$ cat src/rtl/core/lru_page_replacement_unit_macros.svh
// ----------------------------------------------------------------------------
// LRU page replacement unit assertion macros
// Shared concurrent checks, clocked on i_clk and off during reset.
// ----------------------------------------------------------------------------
`ifndef LRU_PAGE_REPLACEMENT_UNIT_MACROS_SVH
`define LRU_PAGE_REPLACEMENT_UNIT_MACROS_SVH

// same-cycle implication
`define LPR_ASSERT_IMPL(lbl, ante, cons, msg) \
    lbl: assert property (@(posedge i_clk) disable iff (!i_rst_n) (ante) |-> (cons)) \
        else $error(msg);

// next-cycle implication
`define LPR_ASSERT_NEXT(lbl, ante, cons, msg) \
    lbl: assert property (@(posedge i_clk) disable iff (!i_rst_n) (ante) |=> (cons)) \
        else $error(msg);

`endif

$ cat src/rtl/core/lpr_pkg.sv
// ----------------------------------------------------------------------------
// LRU page replacement package
// Shared types and fixed constants of the LRU page replacement unit.
// ----------------------------------------------------------------------------
package lpr_pkg;

    localparam int CFG_W     = 4;
    localparam int FAULT_W   = 32;

    localparam logic [CFG_W-1:0]   FRAME_LIMIT_RST = 4'd3;
    localparam logic [FAULT_W-1:0] FAULT_MAX       = '1;

    typedef struct packed {
        logic en;
        logic clr;
    } t_cell_ctl;

endpackage

$ cat src/rtl/core/lru_page_replacement_unit.sv
// ----------------------------------------------------------------------------
// LRU page replacement unit
// Results are registered: a result item appears in the cycle after its reference is taken.
// Throughput: one reference per cycle while the output is not stalled; the
// compare-and-shift ripple through the frame cells sets the cycle time.
// Reset: frames empty, fault count zero, frame limit 3; no clearing pass.
// ----------------------------------------------------------------------------
`include "lru_page_replacement_unit_macros.svh"

module lru_page_replacement_unit #(
    parameter int MAX_FRAMES = 8,
    parameter int PAGE_BITS  = 16
) (
    input  logic                        i_clk,
    input  logic                        i_rst_n,
    input  logic                        i_cfg_wr_en,
    input  logic [lpr_pkg::CFG_W-1:0]   i_cfg_wr_data,
    input  logic                        i_in_valid,
    output logic                        o_in_stall,
    input  logic [PAGE_BITS-1:0]        i_page,
    input  logic                        i_final_access,
    output logic                        o_out_valid,
    input  logic                        i_out_stall,
    output logic                        o_hit,
    output logic                        o_victim_valid,
    output logic [PAGE_BITS-1:0]        o_victim_page,
    output logic [lpr_pkg::FAULT_W-1:0] o_fault_total,
    output logic                        o_run_done
);
    import lpr_pkg::*;

    localparam int IDX_W = (MAX_FRAMES > 1) ? $clog2(MAX_FRAMES) : 1;

    logic [CFG_W-1:0]     r_frame_limit;
    logic [FAULT_W-1:0]   r_fault;
    logic [FAULT_W-1:0]   n_fault;
    logic                 r_out_valid;
    logic                 r_hit;
    logic                 r_victim_valid;
    logic [PAGE_BITS-1:0] r_victim_page;
    logic [FAULT_W-1:0]   r_fault_total;
    logic                 r_run_done;

    logic                  w_accept;
    logic [IDX_W-1:0]      w_lim_m1;
    logic                  w_hit;
    logic                  w_evict;
    logic [FAULT_W-1:0]    w_fault_inc;
    t_cell_ctl             w_ctl;
    logic [MAX_FRAMES-1:0] w_match;
    logic [MAX_FRAMES-1:0] w_valid;
    logic [MAX_FRAMES-1:0] w_nvalid;
    logic [MAX_FRAMES:0]   w_shift;
    logic [PAGE_BITS-1:0]  w_page [MAX_FRAMES];

    assign o_in_stall = r_out_valid && i_out_stall;
    assign w_accept   = i_in_valid && !o_in_stall;

    always_comb begin
        if (r_frame_limit == '0) begin
            w_lim_m1 = '0;
        end else if (32'(r_frame_limit) > 32'(MAX_FRAMES)) begin
            w_lim_m1 = IDX_W'(MAX_FRAMES - 1);
        end else begin
            w_lim_m1 = IDX_W'(r_frame_limit - CFG_W'(1));
        end
    end

    always_comb begin
        w_hit       = |w_match;
        w_evict     = !w_hit && w_valid[w_lim_m1] && w_valid[0];
        w_fault_inc = (w_hit || (r_fault == FAULT_MAX)) ? r_fault : r_fault + FAULT_W'(1);
        n_fault     = i_final_access ? '0 : w_fault_inc;
        w_ctl.en    = w_accept;
        w_ctl.clr   = i_final_access;
    end

    assign w_shift[0] = w_evict;

    for (genvar k = 0; k < MAX_FRAMES; k++) begin : g_cell
        logic                 w_next_valid;
        logic [PAGE_BITS-1:0] w_next_page;
        logic                 w_prev_nvalid;

        if (k == MAX_FRAMES - 1) begin : g_tail
            assign w_next_valid = 1'b0;
            assign w_next_page  = '0;
        end else begin : g_body
            assign w_next_valid = w_valid[k+1];
            assign w_next_page  = w_page[k+1];
        end

        if (k == 0) begin : g_head
            assign w_prev_nvalid = 1'b1;
        end else begin : g_link
            assign w_prev_nvalid = w_nvalid[k-1];
        end

        lpr_cell #(
            .PAGE_BITS (PAGE_BITS)
        ) u_cell (
            .i_clk         (i_clk),
            .i_rst_n       (i_rst_n),
            .i_ctl         (w_ctl),
            .i_page        (i_page),
            .i_shift       (w_shift[k]),
            .i_next_valid  (w_next_valid),
            .i_next_page   (w_next_page),
            .i_prev_nvalid (w_prev_nvalid),
            .o_shift       (w_shift[k+1]),
            .o_nvalid      (w_nvalid[k]),
            .o_match       (w_match[k]),
            .o_valid       (w_valid[k]),
            .o_page        (w_page[k])
        );
    end

    always_ff @(posedge i_clk) begin
        if (!i_rst_n) begin
            r_frame_limit <= FRAME_LIMIT_RST;
            r_fault       <= '0;
            r_out_valid   <= 1'b0;
        end else begin
            if (i_cfg_wr_en) begin
                r_frame_limit <= i_cfg_wr_data;
            end
            if (w_accept) begin
                r_fault     <= n_fault;
                r_out_valid <= 1'b1;
            end else if (!i_out_stall) begin
                r_out_valid <= 1'b0;
            end
        end
    end

    always_ff @(posedge i_clk) begin
        if (w_accept) begin
            r_hit          <= w_hit;
            r_victim_valid <= w_evict;
            r_victim_page  <= w_evict ? w_page[0] : '0;
            r_fault_total  <= w_fault_inc;
            r_run_done     <= i_final_access;
        end
    end

    assign o_out_valid    = r_out_valid;
    assign o_hit          = r_hit;
    assign o_victim_valid = r_victim_valid;
    assign o_victim_page  = r_victim_page;
    assign o_fault_total  = r_fault_total;
    assign o_run_done     = r_run_done;

    `LPR_ASSERT_IMPL(a_frames_packed, 1'b1, ((w_valid + MAX_FRAMES'(1)) & w_valid) == '0, "resident frames not contiguous")
    `LPR_ASSERT_NEXT(a_final_clears, w_accept && i_final_access, w_valid == '0 && r_fault == '0, "frames not cleared after final item")
    `LPR_ASSERT_IMPL(a_room_on_full, w_accept && (&w_valid), w_shift[MAX_FRAMES], "full frame list without a drop")
    `LPR_ASSERT_IMPL(a_hit_no_victim, o_out_valid && o_hit, !o_victim_valid && o_victim_page == '0, "victim reported on a hit")

endmodule

$ cat src/rtl/core/lpr_cell.sv
// ----------------------------------------------------------------------------
// LRU frame cell
// One slot of the recency chain: holds a page, compares it with the
// reference, shifts toward the least recent end and takes an appended page.
// ----------------------------------------------------------------------------
module lpr_cell #(
    parameter int PAGE_BITS = 16
) (
    input  logic                 i_clk,
    input  logic                 i_rst_n,
    input  lpr_pkg::t_cell_ctl   i_ctl,
    input  logic [PAGE_BITS-1:0] i_page,
    input  logic                 i_shift,
    input  logic                 i_next_valid,
    input  logic [PAGE_BITS-1:0] i_next_page,
    input  logic                 i_prev_nvalid,
    output logic                 o_shift,
    output logic                 o_nvalid,
    output logic                 o_match,
    output logic                 o_valid,
    output logic [PAGE_BITS-1:0] o_page
);
    import lpr_pkg::*;

    logic                 r_valid;
    logic [PAGE_BITS-1:0] r_page;
    logic                 n_valid;
    logic [PAGE_BITS-1:0] n_page;
    logic                 w_shift_here;
    logic                 w_valid_sh;
    logic [PAGE_BITS-1:0] w_page_sh;
    logic                 w_app;

    always_comb begin
        o_match      = r_valid && (r_page == i_page);
        w_shift_here = i_shift | o_match;
        w_valid_sh   = w_shift_here ? i_next_valid : r_valid;
        w_page_sh    = w_shift_here ? i_next_page  : r_page;
        w_app        = !w_valid_sh && i_prev_nvalid;
        n_valid      = i_ctl.clr ? 1'b0 : (w_valid_sh | w_app);
        n_page       = w_app ? i_page : w_page_sh;
    end

    always_ff @(posedge i_clk) begin
        if (!i_rst_n) begin
            r_valid <= 1'b0;
        end else if (i_ctl.en) begin
            r_valid <= n_valid;
        end
    end

    always_ff @(posedge i_clk) begin
        if (i_ctl.en) begin
            r_page <= n_page;
        end
    end

    assign o_shift  = w_shift_here;
    assign o_nvalid = w_valid_sh;
    assign o_valid  = r_valid;
    assign o_page   = r_page;

endmodule
$ cat config.mk
export PLATFORM = sky130hd
export DESIGN_NAME = lru_page_replacement_unit
export DESIGN_NICKNAME = d
export VERILOG_FILES = /design/src/rtl/core/lpr_pkg.sv /design/src/rtl/core/lru_page_replacement_unit.sv /design/src/rtl/core/lpr_cell.sv
export VERILOG_INCLUDE_DIRS = /design/src /design/src/rtl/core
export SDC_FILE = /design/constraint.sdc
export NUM_CORES = 1
export LEC_CHECK = 0
export BUFFER_PORTS_ARGS = -buffer_cell sky130_fd_sc_hd__buf_2
export CAP_MARGIN = 0
export CORE_MARGIN = 1.5
export CORE_UTILIZATION = 45
export CTS_CLUSTER_DIAMETER = 200
export DETAILED_ROUTE_END_ITERATION = 7
export PLACE_DENSITY_LB_ADDON = 0.3
export SLEW_MARGIN = 20
export SYNTH_ARGS = -nofsm -noshare
export SYNTH_HDL_FRONTEND = slang
export SYNTH_SLANG_ARGS = --single-unit
export TNS_END_PERCENT = 100
$ cat constraint.sdc
create_clock -name i_clk -period 4.82 [get_ports i_clk]
set_input_delay 0.723 -clock i_clk [delete_from_list [all_inputs] [get_ports i_clk]]
set_output_delay 0.723 -clock i_clk [all_outputs]
set_load 0.02 [all_outputs]
; ---- After elaboration in Yosys (flattened, before gate mapping)
; Cells that the tools add are included.
[word_totals]
out_inout_bits = 53
elab_cells = 140
inputBits = 26
reg_bits = 224
[classes]
eq_ne = 11
muxes = 40
reduce_logical = 46
n_bitwise = 15
order_cmp = 2
addsub = 2
[op_table]
columns = operator, n
row1 = 16-bit 2-to-1 mux, 16
row2 = 16-bit == test, 8
row3 = 32-bit 2-to-1 mux, 2
row4 = "32-bit by 1-bit adder with 32-bit output, second input constant", 1
row5 = "32-bit == test, second input constant", 1
row6 = 1-bit logical AND, 19
row7 = 1-bit 2-to-1 mux, 19
row8 = 2-bit AND reduction, 8
row9 = 1-bit bitwise OR, 15
row10 = 2-bit nonzero test, 7
row11 = 1-bit logical NOT, 9
row12 = 8-bit OR reduction, 1
row13 = 3-bit 2-to-1 mux, 2
row14 = "4-bit > comparator, second input constant", 1
row15 = 4-bit logical NOT, 1
row16 = "3-bit by 4-bit less-than comparator with 1-bit output, second input constant", 1
row17 = "2-bit by 1-bit != test with 1-bit output, second input constant", 2
row18 = 1-bit binary-select mux with 3-bit select, 1
row19 = "3-bit by 1-bit subtractor with 3-bit output, second input constant", 1
row20 = 1-bit logical OR, 1

; ---- Longest topological paths before layout
; Gate-level depths: netlist (run 1).
[logic_depth]
depth_word = 20
ltp_mapped = 13
depth_no_buf = 11

; ---- By module
; Synthesis (run 1) repeated with hierarchy kept, for this count alone.
[hier_totals]
cells_unflattened = 1024
area_unflattened_um2 = 12685.9
[modules_own_cells]
columns = mod, seq_area_each_um2, n_inst, cells_each, area_per_inst_um2
row1 = lpr_cell, 500.5, 8, 74, 1032.2
row2 = lru_page_replacement_unit, 2272.2, 1, 432, 4428.0

; ---- Least setup slack after synthesis (run 1)
; No wires, ideal clock.
[synth_timing]
kind = input to register
from = input i_page[14]
to = register g_cell[1].u_cell.r_page[0] (enable)
arrival_ns = 3.492
cell_stages = 11
setup_ns = 0.388
t_required_ns = 4.432
path_slack_ns = 0.939
path_buffers = 2
cell_sequence = buf_4 > xor2_1 > or4_1 > nor3b_1 > nand4_1 > nand3_2 > o31ai_2 > a21oi_4 > buf_2 > a21oi_1 > nor2_1
[synth_between]
elab_chain_len = 13
word_cells_on_any_way = 28
classes_between = eq/ne (8) / mux (2) / bitwise (2) / reduce/logical (16)
[synth_lines]
columns = item, line
row1 = "start, declared", lru_page_replacement_unit.sv:20  ; input logic [PAGE_BITS-1:0] i_page,
row2 = 16-bit == test, lpr_cell.sv:35  ; o_match = r_valid && (r_page == i_page);
row3 = 1-bit logical AND, lpr_cell.sv:35
row4 = 8-bit OR reduction, lru_page_replacement_unit.sv:70  ; w_hit = |w_match;
row5 = 1-bit logical NOT, lru_page_replacement_unit.sv:71  ; w_evict = !w_hit && w_valid[w_lim_m1] && w_valid[0];
row6 = 1-bit logical AND (2 in a row), lru_page_replacement_unit.sv:71
row7 = 1-bit bitwise OR (2 in a row), lpr_cell.sv:36  ; w_shift_here = i_shift | o_match;
row8 = 1-bit 2-to-1 mux, lpr_cell.sv:37  ; w_valid_sh = w_shift_here ? i_next_valid : r_valid;
row9 = 1-bit logical NOT, lpr_cell.sv:39  ; w_app = !w_valid_sh && i_prev_nvalid;
row10 = 1-bit logical AND, lpr_cell.sv:39
row11 = 2-bit nonzero test (no line) (*), --
row12 = 2-bit AND reduction (no line) (*), --
row13 = "end signal, assigned", lpr_cell.sv:54  ; r_page <= n_page;
row14 = "end, declared", lpr_cell.sv:26  ; logic [PAGE_BITS-1:0] r_page;
; Every way passes the cells marked *; elsewhere a longest branch is shown, timed or not.
; A chain may end at the register's enable or synchronous reset.

; ---- Final worst setup path (run 1)
[layout_timing]
from = register r_frame_limit[0]
to = register g_cell[3].u_cell.r_page[3] (enable)
[layout_between]
elab_chain_len = 16
word_cells_on_any_way = 19
classes_between = add/sub (1) / order compare (1) / mux (6) / bitwise (4) / reduce/logical (7)
[layout_lines]
columns = item, line
row1 = "start, declared", lru_page_replacement_unit.sv:34  ; logic [CFG_W-1:0] r_frame_limit;
row2 = "start signal, assigned", lru_page_replacement_unit.sv:125  ; r_frame_limit <= i_cfg_wr_data;
row3 = 4-bit > comparator / 3-bit by 1-bit subtractor with 3-bit output (equally long branches), "lru_page_replacement_unit.sv:62, lru_page_replacement_unit.sv:65"
row4 = 3-bit 2-to-1 mux, lru_page_replacement_unit.sv:62  ; end else if (32'(r_frame_limit) > 32'(MAX_FRAMES)) begin
row5 = 3-bit 2-to-1 mux (*), lru_page_replacement_unit.sv:60  ; if (r_frame_limit == '0) begin
row6 = 1-bit binary-select mux with 3-bit select (*), lru_page_replacement_unit.sv:71
row7 = 1-bit 2-to-1 mux (not written as such) (*), lru_page_replacement_unit.sv:71
row8 = 1-bit logical AND (*) (2 in a row), lru_page_replacement_unit.sv:71
row9 = 1-bit bitwise OR (*) (3 in a row), lpr_cell.sv:36
row10 = 1-bit bitwise OR, lpr_cell.sv:36
row11 = 1-bit 2-to-1 mux, lpr_cell.sv:37
row12 = 1-bit logical NOT, lpr_cell.sv:39
row13 = 1-bit logical AND, lpr_cell.sv:39
row14 = 2-bit nonzero test (no line) (*), --
row15 = 2-bit AND reduction (no line) (*), --
row16 = "end signal, assigned", lpr_cell.sv:54
row17 = "end, declared", lpr_cell.sv:26
; Every way passes the cells marked *; elsewhere a longest branch is shown, timed or not. The select of a mux whose other input is x is not followed.

==> results of run 1 <==
cell families after synthesis:
| logic type | count (synthesis) |
|---|---|
| DFF | 224 |
| muxes | 119 |
| AOI/OAI and AO/OA | 130 |
| adders and majority gates | 2 |
| buffers and inverters | 87 |
| and+or+nand+nor | 304 |
| xor gates and xnor gates | 160 |
final cells by class:
class	instances	share of cell area (%)
flip-flops and latches	224	46.35
multi-input cells	715	40.53
clock buffers	37	5.100
repair buffers	99	4.047
well taps	341	3.151
inverters	15	0.4158
clock inverters	8	0.3881
diodes	1	0.01848
critical path, stage by stage, from the launching register on:
cell	delay, ps
dfxtp_1	430
inv_1	130
ha_1	430
nor2_1	70
o211a_1	130
nor2b_1	130
o32ai_1	570
and2_1	370
a21o_1	250
mux2i_1	350
nor2b_1	230
o21a_1	550
registers in the layout (all words and copies together) (netlist names), 4 cells and up:
name and cells:
g_cell.u_cell.o_page 128, g_cell.u_cell.o_valid 8, o_fault_total 32, o_victim_page 16
r_fault 32, r_frame_limit 4
final timing paths:
| check | from | endpoint | slack, ps | cells past startpoint |
|---|---|---|---|---|
| setup / recovery | r_frame_limit[0] | g_cell[3].u_cell.o_page[3] | 810 | 11 |
| hold / removal | i_in_valid | o_out_valid | 440 | 2 |
| setup reg to reg | r_frame_limit[0] | g_cell[3].u_cell.o_page[3] | 810 | 11 |
| hold reg to reg | r_frame_limit[1] | r_frame_limit[1] | 500 | 2 |
report_power, final:
group | internal [mW] | switching (mW) | total, mW | leakage (nW)
Clock | 0.994 | 0.763 | 1.76 | 0.367
Combinational | 0.164 | 0.281 | 0.446 | 2.22
Sequential | 2.17 | 0.0343 | 2.20 | 2.06
Total | 3.32 | 1.08 | 4.40 | 4.64
layer usage:
layer	track usage, %	part of all wire (%)	vias to the layer above
met5	0	0	-
met4	8.226	4.0	0
met3	2.139	4.5	75
met2	31.56	47	229
met1	24.22	44	3950
li1	-	-	3921
placed cells by master, fill, tap and decap left out, types with 12 or more instances in the layout:
master / count
edfxtp_1: 179
xnor2_1: 99
mux2_2: 91
buf_2: 78
xor2_1: 61
nand2_1: 59
dfxtp_1: 45
nand4_1: 40
and2_1: 37
a21oi_1: 34
o21ai_0: 30
or3_1: 25
clkbuf_16: 25
nor2_1: 24
buf_4: 21
nand3_1: 20
a31oi_1: 18
nor4_1: 15
and3_1: 14
inv_1: 13
mux2_1: 12
==> key figures, run 1 <==
Clock network
  – Total CTS buffers: 25
  – Hold buffer count at cts: 0
  – # resized after CTS: 0
  – CTS root buf: clkbuf_16
  – H-tree levels: 1
  – Worst skew pair latency: approximately 540 ps
  – Worst-path clk slew: 60 ps
  – Sink Count: about 220
  – Post-CTS Setup Bufs: 0
  – CTS tree: built
  – CTS max path bufs: 3

Global route
  – Vias in the first global route: 7873
  – Largest net degree at the start of global routing: 60
  – First-pass GRT wire length: ~42000 um
  – Initial antenna violation count: 1
  – Total gr overflow: 0
  – Gr usage total: a little under a fifth

Power and ir drop
  – Leakage power: between 4 and 5 nW
  – Pwr Total: between 4 and 5 mW
  – PwrDens: 325.2 nW/um^2
  – Worst vdd ir: approximately 0.00027 V

Routing
  – Initial DRC Count: between 400 and 500
  – Via Count: 8175
  – Vias per Instance: between 5 and 6
  – Antenna Nets Post-Route: 0
  – Wire per inst: about 18 um
  – Residual DRC: 0
  – Pre-Repair DR Iteration Count: 5
  – Post-Route WL: approximately 26000 um

Setup path
  – Worst EP arrival: about 4200 ps
  – Crit start category: flop
  – Crit end category: flop
  – CP Max Fanout: 16
  – CP required: around 5000 ps
  – Crit Path Category: flop to flop

Logic synthesis
  – Seq/Total Area, Yosys: about half
  – Syn Area/Cell: between 10 and 15 um^2
  – Async SR Flop Fraction: 0%
  – Synth Flop Type: edfxtp_1
  – YS warnings: 0
  – Flops & latches, synth: approximately 220
  – Compound-Gate Fraction of Synth Area: a little over 7%
  – Post-Synth Simple-Gate Area: 14.85%
  – Synth cell count leaders: 179 x edfxtp_1, 99 x xnor2_1, 91 x mux2_2
  – Yosys top cell area share: 43.89%
  – Mux cell area share after synthesis: 11.19%
  – Yosys top cell by area: edfxtp_1
  – Most common cell in the netlist: edfxtp_1
  – Mapped Nets: approximately 1100
  – Post-synth EDFFs: about 180
  – Xor/xnor share of the synthesized area: a little under an eighth
  – Post-Synth Adder-Cell Area: less than 1%
  – Synth cell types: 82
  – Synth area leaders: edfxtp_1 44%, mux2_2 8.4%, dfxtp_1 7.4%
  – Largest family of logic cells by synthesized area: simple AND/OR/NAND/NOR gates
  – Cell count after synthesis: 1026
  – Syn Std Cell Area: 12250 um^2

Floorplanning
  – Rows: 60
  – Die width: approximately 170 um
  – Core box area: 26800 um^2
  – # IOs: 79
  – Initial cell density of the core: about 46%
  – Die Height: ~170 um
  – Full die area: 28210 um^2

STA
  – Final setup viols: 0
  – Fin. max-slew vios: 0
  – Fmax: around 250 MHz
  – Worst slew pin tran: 1044 ps
  – PnR worst setup slack: between 800 and 900 ps
  – Final min period: roughly 4000 ps
  – Final hold slack: 438.4 ps
  – Final worst path period share: a little over four fifths
  – RSZ-0062 raised after global routing: false
  – Final hold violations: 0
  – Slew headroom: between 30% and 40%
  – Layout Skew: 26.30 ps
  – Final TNS setup: 0 ps

Placed design
  – Placed wire-length estimate: around 19000 um
  – Final GP Congestion: 0.8714
  – Cells after DPL: between 1000 and 1500
  – Port Buffer Count: between 70 and 80
  – Dpl ws: between 600 and 700 ps
  – Placement-stage cell area: approximately 13000 um^2

Finish
  – Layout Cells excl Fill: approximately 1400
  – Final core utilization: about 51%
  – Layout cells sized above 1: 23.95%
  – Register area: between 6000 and 7000 um^2
  – Area of the multi-input gates: ~5500 um^2
  – Filler Cells Inserted: ~2300
  – Nets@finish: 1108
  – Design Area, Final: 13540 um^2
  – Area Overhead vs Synth: 10.57%

Run status
  – Outcome: finished clean

Min path
  – Hold crit path type: primary input to flop

Flow run
  – # Max-Cap Violations: 0
Power figures use the tool's default switching activity.
==> run 2, diff against run 1 <==
- clock period: 4.82 -> 3.75 ns (I/O delays scaled with it)
==> run 2 against run 1 <==
Effect of this change:
- clock skew is 16 ps lower
- combinational power grew 38%
- cell count grew 3.1%
- critical path depth grew 2
- sequential power grew 29%
- global-route usage up 0.079 points
- first-iteration DRC count grew 19%
- count of clock-buffer cells in the layout down 7
- maximum frequency increased by 16%
- power grew 30%
- largest power group unchanged
==> key figures, run 2 (synthesis gave the netlist of run 1 again) <==
STA
  – Final hold slack: between 200 and 300 ps
  – Final worst path period share: 92.57%
  – Layout Skew: 10.48 ps
  – Worst slew pin tran: ~650 ps
  – Fmax: ~290 MHz
  – Final TNS setup: 0 ps
  – PnR worst setup slack: roughly 280 ps
  – Final min period: ~3500 ps
  – Slew headroom: roughly 56%
  – Fin. max-slew vios: 0
  – RSZ-0062 raised after global routing: false
  – Final setup viols: 0
  – Final hold violations: 0

Power and ir drop
  – Leakage power: a little under 5 nW
  – Worst vdd ir: ~0.00027 V
  – Pwr Total: 5.721 mW
  – PwrDens: 407.9 nW/um^2

Setup path
  – Crit end category: flop
  – Slowest cell delay on critical path: 430 ps
  – Worst-path cell chain: inv_1 > ha_1 > nor2_1 > o211a_1 > nor2b_1 > o32ai_1 > buf_4 > nand2_1 > nor3_2 > or3_1 > a22oi_2 > o41a_1 > buf_12
  – Worst Path Buf+Inv: 3
  – Crit start category: flop
  – Top cell family by delay on the critical path: compound AO/OA/AOI/OAI gates
  – CP Max Fanout: 16
  – Crit Path Category: flop to flop
  – CP required: between 4000 and 5000 ps
  – CP max stage cell: ha_1
  – Worst EP arrival: 3760 ps

Clock network
  – CTS root buf: clkbuf_16
  – Post-CTS Setup Bufs: 0
  – H-tree levels: 1
  – Sink Count: approximately 220
  – Hold buffer count at cts: 0
  – CTS tree: built
  – Total CTS buffers: 24
  – Worst-path clk slew: ~60 ps
  – Worst skew pair latency: about 530 ps
  – # resized after CTS: 0
  – CTS max path bufs: 3

Run status
  – Outcome: finished clean

Routing
  – Vias per Instance: 5.495
  – Antenna Nets Post-Route: 0
  – Residual DRC: 0
  – Post-Route WL: between 20000 and 30000 um
  – Pre-Repair DR Iteration Count: 5
  – Initial DRC Count: 520
  – Via Count: between 8000 and 9000
  – Wire per inst: 17.69 um

Floorplanning
  – Initial cell density of the core: a little under half
  – Core box area: around 27000 um^2
  – Die width: about 170 um
  – # IOs: 79
  – Die Height: between 150 and 200 um
  – Rows: 60
  – Full die area: 28210 um^2

Finish
  – Layout cells sized above 1: 27.15%
  – Most frequent cells in the layout: 179 x edfxtp_1, 99 x xnor2_1, 91 x mux2_2
  – Max reg flops: around 130
  – Area Overhead vs Synth: 14.52%
  – Commonest non-fill, non-tap cell in the layout: edfxtp_1
  – Nets@finish: around 1200

Global route
  – Vias in the first global route: about 8000
  – First-pass GRT wire length: 42400 um
  – Gr usage total: roughly a fifth
  – Largest net degree at the start of global routing: 34
  – Initial antenna violation count: 1
  – Total gr overflow: 0

Flow run
  – # Max-Cap Violations: 0

Placed design
  – Port Buffer Count: around 80
  – Dpl ws: roughly 36 ps
  – Final GP Congestion: 0.8636
  – Placed wire-length estimate: slightly below 20000 um

Min path
  – Hold crit path type: primary input to flop
[run 2: changes by cell type in the layout (fill, tap and decap cells not counted), moves of 3 or more]
cell and delta:
clkinv_1 +3, buf_4 +34, clkinvlp_4 +3, clkbuf_1 -6
buf_12 +11
[run 2: per-layer routing]
metal | part of all wire (%) | track usage (%) | vias to the layer above
met4 | 2.6 | 6.737 | 0
met1 | 45 | 25.00 | 3875
li1 | - | - | 4006
met5 | 0 | 0 | -
met3 | 4.8 | 2.539 | 46
met2 | 48 | 31.30 | 227
[run 2: metrics by stage]
step                      utilization, %  cell area (um^2)  cells
after floorplan                        -             12250   1026
after global placement             49.52             13270   1439
after detailed placement           49.52             13270   1439
after CTS                          52.32             14020   1483
after global routing               52.33             14020   1484
final                              52.33             14020   1484
[run 2: worst reg2reg max path, stage by stage (launching register included)]
cell	delay, ps
dfxtp_1	420
inv_1	120
ha_1	430
nor2_1	70
o211a_1	130
nor2b_1	130
o32ai_1	390
buf_4	190
nand2_1	90
nor3_2	280
or3_1	310
a22oi_2	100
o41a_1	390
buf_12	180
[run 2: path summary, 6_finish.rpt]
path                                  startpoint                         end  slack [ps]  cells after the start
worst max-delay path            r_frame_limit[0]  g_cell[7].u_cell.o_page[7]         280                     13
worst min-delay path                  i_in_valid                 o_out_valid         260                      2
worst max register to register  r_frame_limit[0]  g_cell[7].u_cell.o_page[7]         280                     13
worst min register to register  r_frame_limit[1]            r_frame_limit[1]         500                      2
[run 2: cell type report]
class | count | area, um^2
fillers | 2295 | 12780
flip-flops and latches | 224 | 6276
multi-input cells | 715 | 5489
repair buffers | 144 | 1023
clock buffers | 30 | 643.1
well taps | 341 | 426.7
clock inverters | 14 | 107.6
inverters | 15 | 56.30
diodes | 1 | 2.502
[run 2: power breakdown]
group | leakage (nW) | internal (mW) | switching, mW
clock network | 0.360 | 1.29 | 0.992
logic | 2.49 | 0.251 | 0.365
registers | 2.06 | 2.78 | 0.0436
